<file path="src/design/spsm_pkg.sv">
// types and constants shared by the scrolling plot sample mapper
`timescale 1ns / 1ps
`default_nettype none
package spsm_pkg;

  localparam int SAMPLE_W   = 32;
  localparam int REG_W      = 11;
  localparam int ROW_W      = 16;
  localparam int IDX_W      = 10;
  localparam int FRAC_W     = 4;
  localparam int HMAG_W     = 11;
  localparam int PROD_W     = SAMPLE_W + HMAG_W;
  localparam int NUM_W      = PROD_W + FRAC_W;
  // quotient stays below (2^HMAG_W)*16 because the difference is below the span
  localparam int QUOT_W     = HMAG_W + FRAC_W;
  localparam int STEP_W     = $clog2(QUOT_W);
  localparam int QUEUE_DEPTH = 2;
  localparam int CFG_DATA_W = 32;
  localparam int CFG_ADDR_W = 5;

  localparam logic [SAMPLE_W-1:0] Y_MIN_RST   = 32'sd0;
  localparam logic [SAMPLE_W-1:0] Y_MAX_RST   = 32'sd255;
  localparam logic [REG_W-1:0]    BUF_LEN_RST = 11'd1024;

  typedef enum logic [2:0] {
    REG_Y_MIN         = 3'd0,
    REG_Y_MAX         = 3'd1,
    REG_TOP_ROW       = 3'd2,
    REG_PLOT_HEIGHT   = 3'd3,
    REG_PLOT_WIDTH    = 3'd4,
    REG_BUFFER_LENGTH = 3'd5
  } reg_idx_t;

  typedef enum logic [1:0] {
    KIND_TOP    = 2'd0,
    KIND_BOTTOM = 2'd1,
    KIND_DIVIDE = 2'd2
  } kind_t;

  typedef enum logic [1:0] {
    B_IDLE = 2'd0,
    B_MUL  = 2'd1,
    B_DIV  = 2'd2,
    B_DONE = 2'd3
  } back_state_t;

  typedef struct packed {
    logic [SAMPLE_W-1:0] y_min;
    logic [SAMPLE_W-1:0] y_max;
    logic [REG_W-1:0]    top_row;
    logic [REG_W-1:0]    plot_height;
    logic [REG_W-1:0]    plot_width;
    logic [REG_W-1:0]    buffer_length;
  } cfg_t;

  typedef struct packed {
    kind_t               kind;
    logic [SAMPLE_W-1:0] diff;
    logic [ROW_W-1:0]    row_q4;
    logic [IDX_W-1:0]    write_index;
    logic [IDX_W-1:0]    window_end_index;
  } entry_t;

endpackage
`default_nettype wire

</file>
<file path="src/design/spsm_if.sv">
// word channels of the scrolling plot sample mapper
`timescale 1ns / 1ps
`default_nettype none
interface spsm_in_if;
  logic                        valid;
  logic                        ready;
  logic signed [spsm_pkg::SAMPLE_W-1:0] sample;

  modport source (output valid, output sample, input ready);
  modport sink (input valid, input sample, output ready);
endinterface

interface spsm_out_if;
  logic                          valid;
  logic                          ready;
  logic [spsm_pkg::ROW_W-1:0]    row_q4;
  logic [spsm_pkg::IDX_W-1:0]    write_index;
  logic [spsm_pkg::IDX_W-1:0]    window_end_index;

  modport source (output valid, output row_q4, output write_index,
                  output window_end_index, input ready);
  modport sink (input valid, input row_q4, input write_index,
                input window_end_index, output ready);
endinterface
`default_nettype wire

</file>
<file path="src/design/spsm_front.sv">
// front end: takes samples, sorts them into clamp or divide, steps the ring pointers
`timescale 1ns / 1ps
`default_nettype none
module spsm_front #(
  parameter int BUFFER_DEPTH = 1024
) (
  input  wire logic           clk,
  input  wire logic           rst_n,
  input  wire spsm_pkg::cfg_t cfg,
  spsm_in_if.sink             in_ch,
  input  wire logic           q_full,
  output logic                push,
  output spsm_pkg::entry_t    push_entry
);

  localparam int PTR_W   = $clog2(BUFFER_DEPTH);
  localparam int LEN_W   = $clog2(BUFFER_DEPTH + 1);
  localparam int CMP_W   = (LEN_W > spsm_pkg::REG_W) ? LEN_W : spsm_pkg::REG_W;
  localparam int RST_LEN = (int'(spsm_pkg::BUF_LEN_RST) < BUFFER_DEPTH) ?
                           int'(spsm_pkg::BUF_LEN_RST) : BUFFER_DEPTH;

  logic [PTR_W-1:0] wp_r, wp_nxt;
  logic [PTR_W-1:0] we_r, we_nxt;
  logic [PTR_W-1:0] last;
  logic [CMP_W-1:0] len_ext;
  logic             accept;
  logic             enabled;
  logic [spsm_pkg::REG_W:0] top_sum;
  logic [spsm_pkg::REG_W:0] bot_sum;

  // effective last entry, length saturated to 1..depth
  always_comb begin
    len_ext = CMP_W'(cfg.buffer_length);
    if (len_ext == '0) begin
      last = '0;
    end else if (len_ext > CMP_W'(BUFFER_DEPTH)) begin
      last = PTR_W'(BUFFER_DEPTH - 1);
    end else begin
      last = PTR_W'(len_ext - CMP_W'(1));
    end
  end

  assign enabled     = (cfg.plot_height != '0) && (cfg.plot_width != '0);
  assign in_ch.ready = !q_full;
  assign accept      = in_ch.valid && in_ch.ready;
  assign push        = accept && enabled;

  assign wp_nxt = (wp_r >= last) ? '0 : wp_r + PTR_W'(1);
  assign we_nxt = (we_r >= last) ? '0 : we_r + PTR_W'(1);

  assign top_sum = (spsm_pkg::REG_W + 1)'(cfg.top_row) + (spsm_pkg::REG_W + 1)'(1);
  assign bot_sum = (spsm_pkg::REG_W + 1)'(cfg.top_row)
                 + (spsm_pkg::REG_W + 1)'(cfg.plot_height)
                 - (spsm_pkg::REG_W + 1)'(1);

  always_comb begin
    push_entry.diff             = in_ch.sample - cfg.y_min;
    push_entry.write_index      = spsm_pkg::IDX_W'(wp_r);
    push_entry.window_end_index = spsm_pkg::IDX_W'(we_nxt);
    if ($signed(in_ch.sample) >= $signed(cfg.y_max)) begin
      push_entry.kind   = spsm_pkg::KIND_TOP;
      push_entry.row_q4 = {top_sum, {spsm_pkg::FRAC_W{1'b0}}};
    end else if ($signed(in_ch.sample) <= $signed(cfg.y_min)) begin
      push_entry.kind   = spsm_pkg::KIND_BOTTOM;
      push_entry.row_q4 = {bot_sum, {spsm_pkg::FRAC_W{1'b0}}};
    end else begin
      // bottom row is the base the back end offsets from
      push_entry.kind   = spsm_pkg::KIND_DIVIDE;
      push_entry.row_q4 = {bot_sum, {spsm_pkg::FRAC_W{1'b0}}};
    end
  end

  always_ff @(posedge clk) begin
    if (!rst_n) begin
      wp_r <= '0;
      we_r <= PTR_W'(RST_LEN - 1);
    end else if (push) begin
      wp_r <= wp_nxt;
      we_r <= we_nxt;
    end
  end

endmodule
`default_nettype wire

</file>
<file path="src/design/spsm_queue.sv">
// short word queue between front and back
`timescale 1ns / 1ps
`default_nettype none
module spsm_queue (
  input  wire logic             clk,
  input  wire logic             rst_n,
  input  wire logic             push,
  input  wire spsm_pkg::entry_t push_entry,
  output logic                  full,
  input  wire logic             pop,
  output spsm_pkg::entry_t      pop_entry,
  output logic                  empty
);

  localparam int QPTR_W = $clog2(spsm_pkg::QUEUE_DEPTH);
  localparam int CNT_W  = $clog2(spsm_pkg::QUEUE_DEPTH + 1);

  spsm_pkg::entry_t   mem_r [spsm_pkg::QUEUE_DEPTH];
  logic [QPTR_W-1:0]  wr_ptr_r;
  logic [QPTR_W-1:0]  rd_ptr_r;
  logic [CNT_W-1:0]   count_r;
  logic               do_push;
  logic               do_pop;

  assign full      = (count_r == CNT_W'(spsm_pkg::QUEUE_DEPTH));
  assign empty     = (count_r == '0);
  assign do_push   = push && !full;
  assign do_pop    = pop && !empty;
  assign pop_entry = mem_r[rd_ptr_r];

  always_ff @(posedge clk) begin
    if (do_push) begin
      mem_r[wr_ptr_r] <= push_entry;
    end
  end

  always_ff @(posedge clk) begin
    if (!rst_n) begin
      wr_ptr_r <= '0;
      rd_ptr_r <= '0;
      count_r  <= '0;
    end else begin
      if (do_push) begin
        wr_ptr_r <= wr_ptr_r + QPTR_W'(1);
      end
      if (do_pop) begin
        rd_ptr_r <= rd_ptr_r + QPTR_W'(1);
      end
      if (do_push && !do_pop) begin
        count_r <= count_r + CNT_W'(1);
      end else if (do_pop && !do_push) begin
        count_r <= count_r - CNT_W'(1);
      end
    end
  end

endmodule
`default_nettype wire

</file>
<file path="src/design/spsm_back.sv">
// back end: scale multiply, radix-2 restoring divide, result register
`timescale 1ns / 1ps
`default_nettype none
module spsm_back (
  input  wire logic             clk,
  input  wire logic             rst_n,
  input  wire spsm_pkg::cfg_t   cfg,
  input  wire logic             q_empty,
  input  wire spsm_pkg::entry_t pop_entry,
  output logic                  pop,
  spsm_out_if.source            out_ch
);

  localparam int REM_W = spsm_pkg::SAMPLE_W;

  spsm_pkg::back_state_t state_r, state_nxt;
  spsm_pkg::entry_t      entry_r, entry_nxt;
  logic [REM_W-1:0]             rem_r, rem_nxt;
  logic [spsm_pkg::QUOT_W-1:0]  bits_r, bits_nxt;
  logic [spsm_pkg::STEP_W-1:0]  step_r, step_nxt;
  logic                         out_valid_r, out_valid_nxt;
  logic [spsm_pkg::ROW_W-1:0]   out_row_r, out_row_nxt;
  logic [spsm_pkg::IDX_W-1:0]   out_wi_r, out_wi_nxt;
  logic [spsm_pkg::IDX_W-1:0]   out_we_r, out_we_nxt;

  logic [REM_W-1:0]             span;
  logic [spsm_pkg::REG_W-1:0]   h_m2;
  logic [spsm_pkg::HMAG_W-1:0]  hmag;
  logic                         h_neg;
  logic [spsm_pkg::PROD_W-1:0]  prod;
  logic [spsm_pkg::NUM_W-1:0]   num;
  logic [REM_W:0]               trial;
  logic                         qbit;
  logic [spsm_pkg::ROW_W-1:0]   quot;
  logic [spsm_pkg::ROW_W-1:0]   row;
  logic                         out_free;

  assign span  = cfg.y_max - cfg.y_min;
  assign h_m2  = cfg.plot_height - spsm_pkg::REG_W'(2);
  // height of one gives a factor of minus one
  assign h_neg = (cfg.plot_height == spsm_pkg::REG_W'(1));
  assign hmag  = h_neg ? spsm_pkg::HMAG_W'(1) : spsm_pkg::HMAG_W'(h_m2);
  assign prod  = spsm_pkg::PROD_W'(entry_r.diff) * spsm_pkg::PROD_W'(hmag);
  assign num   = {prod, {spsm_pkg::FRAC_W{1'b0}}};

  assign trial = {rem_r, bits_r[spsm_pkg::QUOT_W-1]};
  assign qbit  = (trial >= {1'b0, span});
  assign quot  = spsm_pkg::ROW_W'(bits_r);

  always_comb begin
    case (entry_r.kind)
      spsm_pkg::KIND_DIVIDE: row = h_neg ? entry_r.row_q4 + quot : entry_r.row_q4 - quot;
      default:               row = entry_r.row_q4;
    endcase
  end

  assign out_free = !out_valid_r || out_ch.ready;

  always_comb begin
    state_nxt     = state_r;
    entry_nxt     = entry_r;
    rem_nxt       = rem_r;
    bits_nxt      = bits_r;
    step_nxt      = step_r;
    pop           = 1'b0;
    out_valid_nxt = out_valid_r && !out_ch.ready;
    out_row_nxt   = out_row_r;
    out_wi_nxt    = out_wi_r;
    out_we_nxt    = out_we_r;
    case (state_r)
      spsm_pkg::B_IDLE: begin
        if (!q_empty) begin
          pop       = 1'b1;
          entry_nxt = pop_entry;
          state_nxt = (pop_entry.kind == spsm_pkg::KIND_DIVIDE) ?
                      spsm_pkg::B_MUL : spsm_pkg::B_DONE;
        end
      end
      spsm_pkg::B_MUL: begin
        // top bits of the product are already below the span
        rem_nxt   = num[spsm_pkg::NUM_W-1:spsm_pkg::QUOT_W];
        bits_nxt  = num[spsm_pkg::QUOT_W-1:0];
        step_nxt  = '0;
        state_nxt = spsm_pkg::B_DIV;
      end
      spsm_pkg::B_DIV: begin
        rem_nxt  = qbit ? REM_W'(trial - {1'b0, span}) : REM_W'(trial);
        bits_nxt = {bits_r[spsm_pkg::QUOT_W-2:0], qbit};
        step_nxt = step_r + spsm_pkg::STEP_W'(1);
        if (step_r == spsm_pkg::STEP_W'(spsm_pkg::QUOT_W - 1)) begin
          state_nxt = spsm_pkg::B_DONE;
        end
      end
      spsm_pkg::B_DONE: begin
        if (out_free) begin
          out_valid_nxt = 1'b1;
          out_row_nxt   = row;
          out_wi_nxt    = entry_r.write_index;
          out_we_nxt    = entry_r.window_end_index;
          state_nxt     = spsm_pkg::B_IDLE;
        end
      end
      default: state_nxt = spsm_pkg::B_IDLE;
    endcase
  end

  always_ff @(posedge clk) begin
    if (!rst_n) begin
      state_r     <= spsm_pkg::B_IDLE;
      out_valid_r <= 1'b0;
    end else begin
      state_r     <= state_nxt;
      out_valid_r <= out_valid_nxt;
    end
  end

  always_ff @(posedge clk) begin
    entry_r   <= entry_nxt;
    rem_r     <= rem_nxt;
    bits_r    <= bits_nxt;
    step_r    <= step_nxt;
    out_row_r <= out_row_nxt;
    out_wi_r  <= out_wi_nxt;
    out_we_r  <= out_we_nxt;
  end

  assign out_ch.valid            = out_valid_r;
  assign out_ch.row_q4           = out_row_r;
  assign out_ch.write_index      = out_wi_r;
  assign out_ch.window_end_index = out_we_r;

endmodule
`default_nettype wire

</file>
<file path="src/design/scrolling_plot_sample_mapper.sv">
// top level of the scrolling plot sample mapper
// flow: clamped sample: pop, then load into the output register;
//   in-range sample: pop, multiply, 15 divide steps, then load
// pacing: the back end holds one word at a time and pops the next only after
//   the last is loaded; the 15-step radix-2 divider and a stalled output slow it
// reset: synchronous, active low; registers, ring pointers, queue and output valid are reset
`timescale 1ns / 1ps
`default_nettype none
module scrolling_plot_sample_mapper #(
  parameter int BUFFER_DEPTH = 1024
) (
  input  wire logic                              clk,
  input  wire logic                              rst_n,
  spsm_in_if.sink                                in_ch,
  spsm_out_if.source                             out_ch,
  input  wire logic                              cfg_psel,
  input  wire logic                              cfg_penable,
  input  wire logic                              cfg_pwrite,
  input  wire logic [spsm_pkg::CFG_ADDR_W-1:0]   cfg_paddr,
  input  wire logic [spsm_pkg::CFG_DATA_W-1:0]   cfg_pwdata,
  output logic      [spsm_pkg::CFG_DATA_W-1:0]   cfg_prdata,
  output logic                                   cfg_pready
);

  // configuration registers
  spsm_pkg::cfg_t    cfg_r;
  spsm_pkg::reg_idx_t reg_idx;
  logic              cfg_wr;

  // front to queue, queue to back
  logic              push;
  spsm_pkg::entry_t  push_entry;
  logic              q_full;
  logic              pop;
  spsm_pkg::entry_t  pop_entry;
  logic              q_empty;

  assign cfg_pready = 1'b1;
  assign cfg_wr     = cfg_psel && cfg_penable && cfg_pwrite;
  // registers sit on 4-byte steps
  assign reg_idx    = spsm_pkg::reg_idx_t'(cfg_paddr[spsm_pkg::CFG_ADDR_W-1:2]);

  always_ff @(posedge clk) begin
    if (!rst_n) begin
      cfg_r.y_min         <= spsm_pkg::Y_MIN_RST;
      cfg_r.y_max         <= spsm_pkg::Y_MAX_RST;
      cfg_r.top_row       <= '0;
      cfg_r.plot_height   <= '0;
      cfg_r.plot_width    <= '0;
      cfg_r.buffer_length <= spsm_pkg::BUF_LEN_RST;
    end else if (cfg_wr) begin
      case (reg_idx)
        spsm_pkg::REG_Y_MIN:         cfg_r.y_min         <= cfg_pwdata;
        spsm_pkg::REG_Y_MAX:         cfg_r.y_max         <= cfg_pwdata;
        spsm_pkg::REG_TOP_ROW:       cfg_r.top_row       <= cfg_pwdata[spsm_pkg::REG_W-1:0];
        spsm_pkg::REG_PLOT_HEIGHT:   cfg_r.plot_height   <= cfg_pwdata[spsm_pkg::REG_W-1:0];
        spsm_pkg::REG_PLOT_WIDTH:    cfg_r.plot_width    <= cfg_pwdata[spsm_pkg::REG_W-1:0];
        spsm_pkg::REG_BUFFER_LENGTH: cfg_r.buffer_length <= cfg_pwdata[spsm_pkg::REG_W-1:0];
        default: ;  // unmapped addresses are ignored
      endcase
    end
  end

  // read back
  always_comb begin
    case (reg_idx)
      spsm_pkg::REG_Y_MIN:         cfg_prdata = cfg_r.y_min;
      spsm_pkg::REG_Y_MAX:         cfg_prdata = cfg_r.y_max;
      spsm_pkg::REG_TOP_ROW:       cfg_prdata = spsm_pkg::CFG_DATA_W'(cfg_r.top_row);
      spsm_pkg::REG_PLOT_HEIGHT:   cfg_prdata = spsm_pkg::CFG_DATA_W'(cfg_r.plot_height);
      spsm_pkg::REG_PLOT_WIDTH:    cfg_prdata = spsm_pkg::CFG_DATA_W'(cfg_r.plot_width);
      spsm_pkg::REG_BUFFER_LENGTH: cfg_prdata = spsm_pkg::CFG_DATA_W'(cfg_r.buffer_length);
      default:                     cfg_prdata = '0;
    endcase
  end

  // front: accept, classify, ring pointers; disabled samples are dropped here
  spsm_front #(
    .BUFFER_DEPTH (BUFFER_DEPTH)
  ) u_front (
    .clk        (clk),
    .rst_n      (rst_n),
    .cfg        (cfg_r),
    .in_ch      (in_ch),
    .q_full     (q_full),
    .push       (push),
    .push_entry (push_entry)
  );

  // two-entry queue so the front can take up to two words while the divider runs
  spsm_queue u_queue (
    .clk        (clk),
    .rst_n      (rst_n),
    .push       (push),
    .push_entry (push_entry),
    .full       (q_full),
    .pop        (pop),
    .pop_entry  (pop_entry),
    .empty      (q_empty)
  );

  // back: scale, divide and hold the result until the sink takes it
  spsm_back u_back (
    .clk       (clk),
    .rst_n     (rst_n),
    .cfg       (cfg_r),
    .q_empty   (q_empty),
    .pop_entry (pop_entry),
    .pop       (pop),
    .out_ch    (out_ch)
  );

endmodule
`default_nettype wire

</file>
<file path="src/flat_wrapper.sv">
// flat-port wrapper written by rule: the top's interface ports become plain ports
module scrolling_plot_sample_mapper_flat 
#(
  parameter int BUFFER_DEPTH = 1024
)
  (clk, rst_n, cfg_psel, cfg_penable, cfg_pwrite, cfg_paddr, cfg_pwdata, cfg_prdata, cfg_pready, in_ch_valid, in_ch_sample, in_ch_ready, out_ch_valid, out_ch_row_q4, out_ch_write_index, out_ch_window_end_index, out_ch_ready);
  spsm_in_if in_ch_i ();
  spsm_out_if out_ch_i ();
  input  wire logic clk;
  input  wire logic rst_n;
  input  wire logic cfg_psel;
  input  wire logic cfg_penable;
  input  wire logic cfg_pwrite;
  input  wire logic [spsm_pkg::CFG_ADDR_W-1:0] cfg_paddr;
  input  wire logic [spsm_pkg::CFG_DATA_W-1:0] cfg_pwdata;
  output logic      [spsm_pkg::CFG_DATA_W-1:0] cfg_prdata;
  output logic cfg_pready;
  input wire logic [$bits(in_ch_i.valid)-1:0] in_ch_valid;
  input wire logic [$bits(in_ch_i.sample)-1:0] in_ch_sample;
  output wire logic [$bits(in_ch_i.ready)-1:0] in_ch_ready;
  output wire logic [$bits(out_ch_i.valid)-1:0] out_ch_valid;
  output wire logic [$bits(out_ch_i.row_q4)-1:0] out_ch_row_q4;
  output wire logic [$bits(out_ch_i.write_index)-1:0] out_ch_write_index;
  output wire logic [$bits(out_ch_i.window_end_index)-1:0] out_ch_window_end_index;
  input wire logic [$bits(out_ch_i.ready)-1:0] out_ch_ready;
  assign in_ch_i.valid = in_ch_valid;
  assign in_ch_i.sample = in_ch_sample;
  assign in_ch_ready = in_ch_i.ready;
  assign out_ch_valid = out_ch_i.valid;
  assign out_ch_row_q4 = out_ch_i.row_q4;
  assign out_ch_write_index = out_ch_i.write_index;
  assign out_ch_window_end_index = out_ch_i.window_end_index;
  assign out_ch_i.ready = out_ch_ready;
  scrolling_plot_sample_mapper #(.BUFFER_DEPTH(BUFFER_DEPTH)) u_core (.clk(clk), .rst_n(rst_n), .in_ch(in_ch_i), .out_ch(out_ch_i), .cfg_psel(cfg_psel), .cfg_penable(cfg_penable), .cfg_pwrite(cfg_pwrite), .cfg_paddr(cfg_paddr), .cfg_pwdata(cfg_pwdata), .cfg_prdata(cfg_prdata), .cfg_pready(cfg_pready));
endmodule
</file>
<file path="config.mk">
export PLATFORM = sky130hd
export DESIGN_NAME = scrolling_plot_sample_mapper_flat
export DESIGN_NICKNAME = d
export VERILOG_FILES = /design/src/design/spsm_pkg.sv /design/src/design/spsm_if.sv /design/src/design/spsm_front.sv /design/src/design/spsm_queue.sv /design/src/design/spsm_back.sv /design/src/design/scrolling_plot_sample_mapper.sv /design/src/flat_wrapper.sv
export SDC_FILE = /design/constraint.sdc
export NUM_CORES = 2
export LEC_CHECK = 0
export BUFFER_PORTS_ARGS = -buffer_cell sky130_fd_sc_hd__buf_2
export CAP_MARGIN = 0
export CORE_AREA = 5 5 253 255
export CTS_BUF_LIST = sky130_fd_sc_hd__clkbuf_8
export DETAILED_ROUTE_END_ITERATION = 16
export DIE_AREA = 0 0 258 260
export PLACE_DENSITY_LB_ADDON = 0.12
export SETUP_SLACK_MARGIN = 0.15
export SYNTH_ARGS = -nofsm -noshare
export SYNTH_HDL_FRONTEND = slang
export SYNTH_SLANG_ARGS = --single-unit
</file>
<file path="constraint.sdc">
create_clock -name clk -period 7.1 [get_ports clk]
set_input_delay 0.355 -clock clk [delete_from_list [all_inputs] [get_ports clk]]
set_output_delay 0.355 -clock clk [all_outputs]
set_load 0.005 [all_outputs]
</file>
==> impl_results.md <==
* Run status: complete, but fails checks
* Failing checks: negative setup slack
* CTS Buf Count at slightly above 70
* GR Util All Layers at 0.282
* I/O pins at between 100 and 150
* Async S/R FF share, synth at 0
* Post-synthesis cell type count at 88
* CP required at between 7 and 8 ns
* Vias at between 20000 and 30000
* CP startpoint kind: flop
* R2r startpoint: u_core.cfg_r[25]
* Layout fillers at 4951
* FF/Latch Area at between 10000 and 15000 sq um
* CTS Buffer Depth at 3
* Final worst path period share at 1.00
* Vias in the first global route at 27900
* Area of the core at 61400 sq um
* Yosys warning count at 0
* Die H at 260 um
* Max Cap Viol at 0
* Worst slew pin tran at ~1.3 ns
* Initial Utilization at 0.576
* Sequential fraction of the synthesis area at 0.319
* Clock root buffer: clkbuf_8
* H-tree levels at 3
* Synth top cells by count: 506 x nand2_1, 427 x inv_1, 285 x edfxtp_1
* Die width at 258 um
* Worst-skew pair later-pin latency at ~0.66 ns
* Post-Syn Instances at between 3000 and 4000
* Share of post-route cells with drive strength above 1 at 0.187
* Post-DRT Antenna Nets at 0
* Post-Syn Area per Cell at 9.58 sq um
* Final Setup Violations at 1
* Final hold vios at 0
* CP endpoint kind: flop
* Iter 0 DRT Violations at 1866
* Routed len/inst at 20.0 um
* TritonCTS clock tree: built
* Die area at about 67000 sq um
* Number of synthesized flops with an enable pin at 285
* Gr ovfl total at 0
* Critical path type: flop to flop
* Largest net degree at the start of global routing at approximately 110
* Drc violations at 0
* Minimum hold slack at 0.0485 ns
* Worst clock skew at 0.0472 ns
* CP startpoint: u_core.cfg_r[25]
* RSZ-0062 raised after global routing: yes
* 1st-pass router iterations at 9
* Worst Hold Launch: out_ch_ready
* Ranking of synthesized cells by area: edfxtp_1 24%, fa_1 16%, ha_1 9.7%, dfxtp_1 7.7%, nand2_1 5.4%
* Max-slew violations at 0
* Total wire length at 96200 um
* Yosys top cell by area: edfxtp_1
* Post-layout min period at 7.13 ns
* CP max FO at 6
* Max Fclk at 140 MHz
* Post-Syn Nets at ~4300
* Dominant synthesized flop cell: edfxtp_1
* Sink Count at 421
* Multi-input gate area at about 23000 sq um
* Max_slew headroom at 0.157
* Min-Delay Path Class: primary input to flop
* Final WS setup at -0.0332 ns
* Number of cell rows at 91
* Via/cell ratio at 5.75
* PortBufs at 143
* Post-Syn Area at approximately 35000 sq um
* Synthesized flop and latch total at 421
* Top-count cell post-synth: nand2_1
* Initial antenna violation count at 10
* CP arrival at about 7.5 ns
* Gpl congestion at 0.968
* First-pass GRT wire length at 152000 um
* Clock transition at path regs at 0.06 ns
* Final net count at 4585
* Top cell type's share of synthesized area at 0.242
* Hpwl dp at 73500 um
* Area grow syn2layout at 14.9%
## placed cells by master (no fill, tap or decap), drive strengths merged, types with 27 or more instances in the layout
cell         instances
and2               138
mux2                77
dfxtp              136
xor2                74
fa                 274
a21o                92
clkbuf              85
nor2               190
a31oi               27
nand2b              31
buf                324
nor2b               36
and3                31
mux2i               42
nand3               42
a21oi              259
dlygate4sd3         27
inv                452
nor3                40
edfxtp             285
nand2              506
o21ai              116
xnor2              112
ha                 273
## cell type report
cell class / instances / area share
Multi-Input combinational cell: 2683 / 0.560
Sequential cell: 421 / 0.278
Timing Repair Buffer: 355 / 0.0644
Inverter: 429 / 0.0397
Clock buffer: 82 / 0.0278
Tap cell: 790 / 0.0243
Clock inverter: 43 / 0.00607
Antenna cell: 3 / 0.000185
## registers in the layout, summed over array words and instances (netlist names), named ones only
signal and count:
u_core.u_back.bits_r 15, u_core.u_back.entry_r 66, u_core.u_queue.rd_ptr_r 1, u_core.u_back.step_r 4, u_core.cfg_r 108, u_core.u_back.rem_r 32, u_core.u_queue.wr_ptr_r 1, u_core.u_back.out_ch.valid 1
u_core.u_queue.count_r 2, u_core.u_front.wp_r 10, u_core.u_back.state_r 2, u_core.u_back.out_ch.write_index 10, u_core.u_front.we_r 10, u_core.u_back.out_ch.window_end_index 10, u_core.u_queue.mem_r 132, u_core.u_back.out_ch.row_q4 16
## critical path, cell delays in order (launching register included)
cell	delay, ns
dfxtp_2	0.31
or4_4	0.54
nor3_4	0.14
and4_1	0.24
and3_4	0.25
buf_12	0.15
nor2_4	0.07
nand2_1	0.11
fa_1	0.45
fa_1	0.52
inv_1	0.05
fa_1	0.49
fa_1	0.49
inv_1	0.05
fa_1	0.49
inv_2	0.04
ha_4	0.28
and4_4	0.26
o21ai_4	0.07
a211o_1	0.34
a2111oi_4	0.42
buf_4	0.20
o21ai_4	0.06
a211o_1	0.32
a31oi_2	0.20
xnor2_1	0.16
mux2i_1	0.11
## final timing paths
path	end	slack (ns)	cells past startpoint
hold / removal	u_core.u_back.out_ch.valid	0.05	4
setup reg to reg	u_core.u_back.rem_r[26]	-0.03	26
hold reg to reg	u_core.u_back.out_ch.window_end_index[2]	0.41	0
setup / recovery	u_core.u_back.rem_r[26]	-0.03	26
## layer usage
metal / vias up / GRT usage / part of all wire
met5: - / 0 / 0.00068
met4: 10 / 0.0789 / 0.028
met2: 902 / 0.454 / 0.46
li1: 13100 / - / -
met3: 168 / 0.0488 / 0.064
met1: 13500 / 0.398 / 0.45
## what timing repair did
item                       4_1_cts  5_1_grt
buffers inserted                21       19
hold endpoints to repair        51        0
cloned                           5        3
pin swaps                      110       68
gates resized for setup        153      103
hold buffers                    27        0
setup endpoints to repair       20       33
## kinds of logic after synthesis
| kind of cell | count (synthesis) | share of synthesized area |
|---|---|---|
| buf+inv | 588 | 0.0646 |
| mux | 122 | 0.0383 |
| flops | 421 | 0.319 |
| other cells | 1 | 0.000106 |
| simple gates | 1108 | 0.146 |
| xor+xnor | 186 | 0.0461 |
| compound gates | 717 | 0.134 |
| fa+ha+maj | 548 | 0.252 |
## per-stage QoR
| step | instances | setup WS (ns) | area [sq um] | TNS [ns] | utilization |
|---|---|---|---|---|---|
| detailed placement | 4602 | -0.349 | 37500 | -1.64 | 0.611 |
| global placement | 4602 | -0.214 | 37500 | -0.884 | 0.611 |
| CTS | 4780 | 0.0230 | 40000 | 0 | 0.652 |
| global route | 4804 | -0.244 | 40600 | -2.01 | 0.661 |
| floorplan | 3691 | 0.171 | 35400 | 0 | - |
| finish | 4806 | -0.0332 | 40600 | -0.0332 | 0.661 |
Power is not shown: default switching activity piles up to over one toggle a cycle in this logic, so the estimate is an artifact.
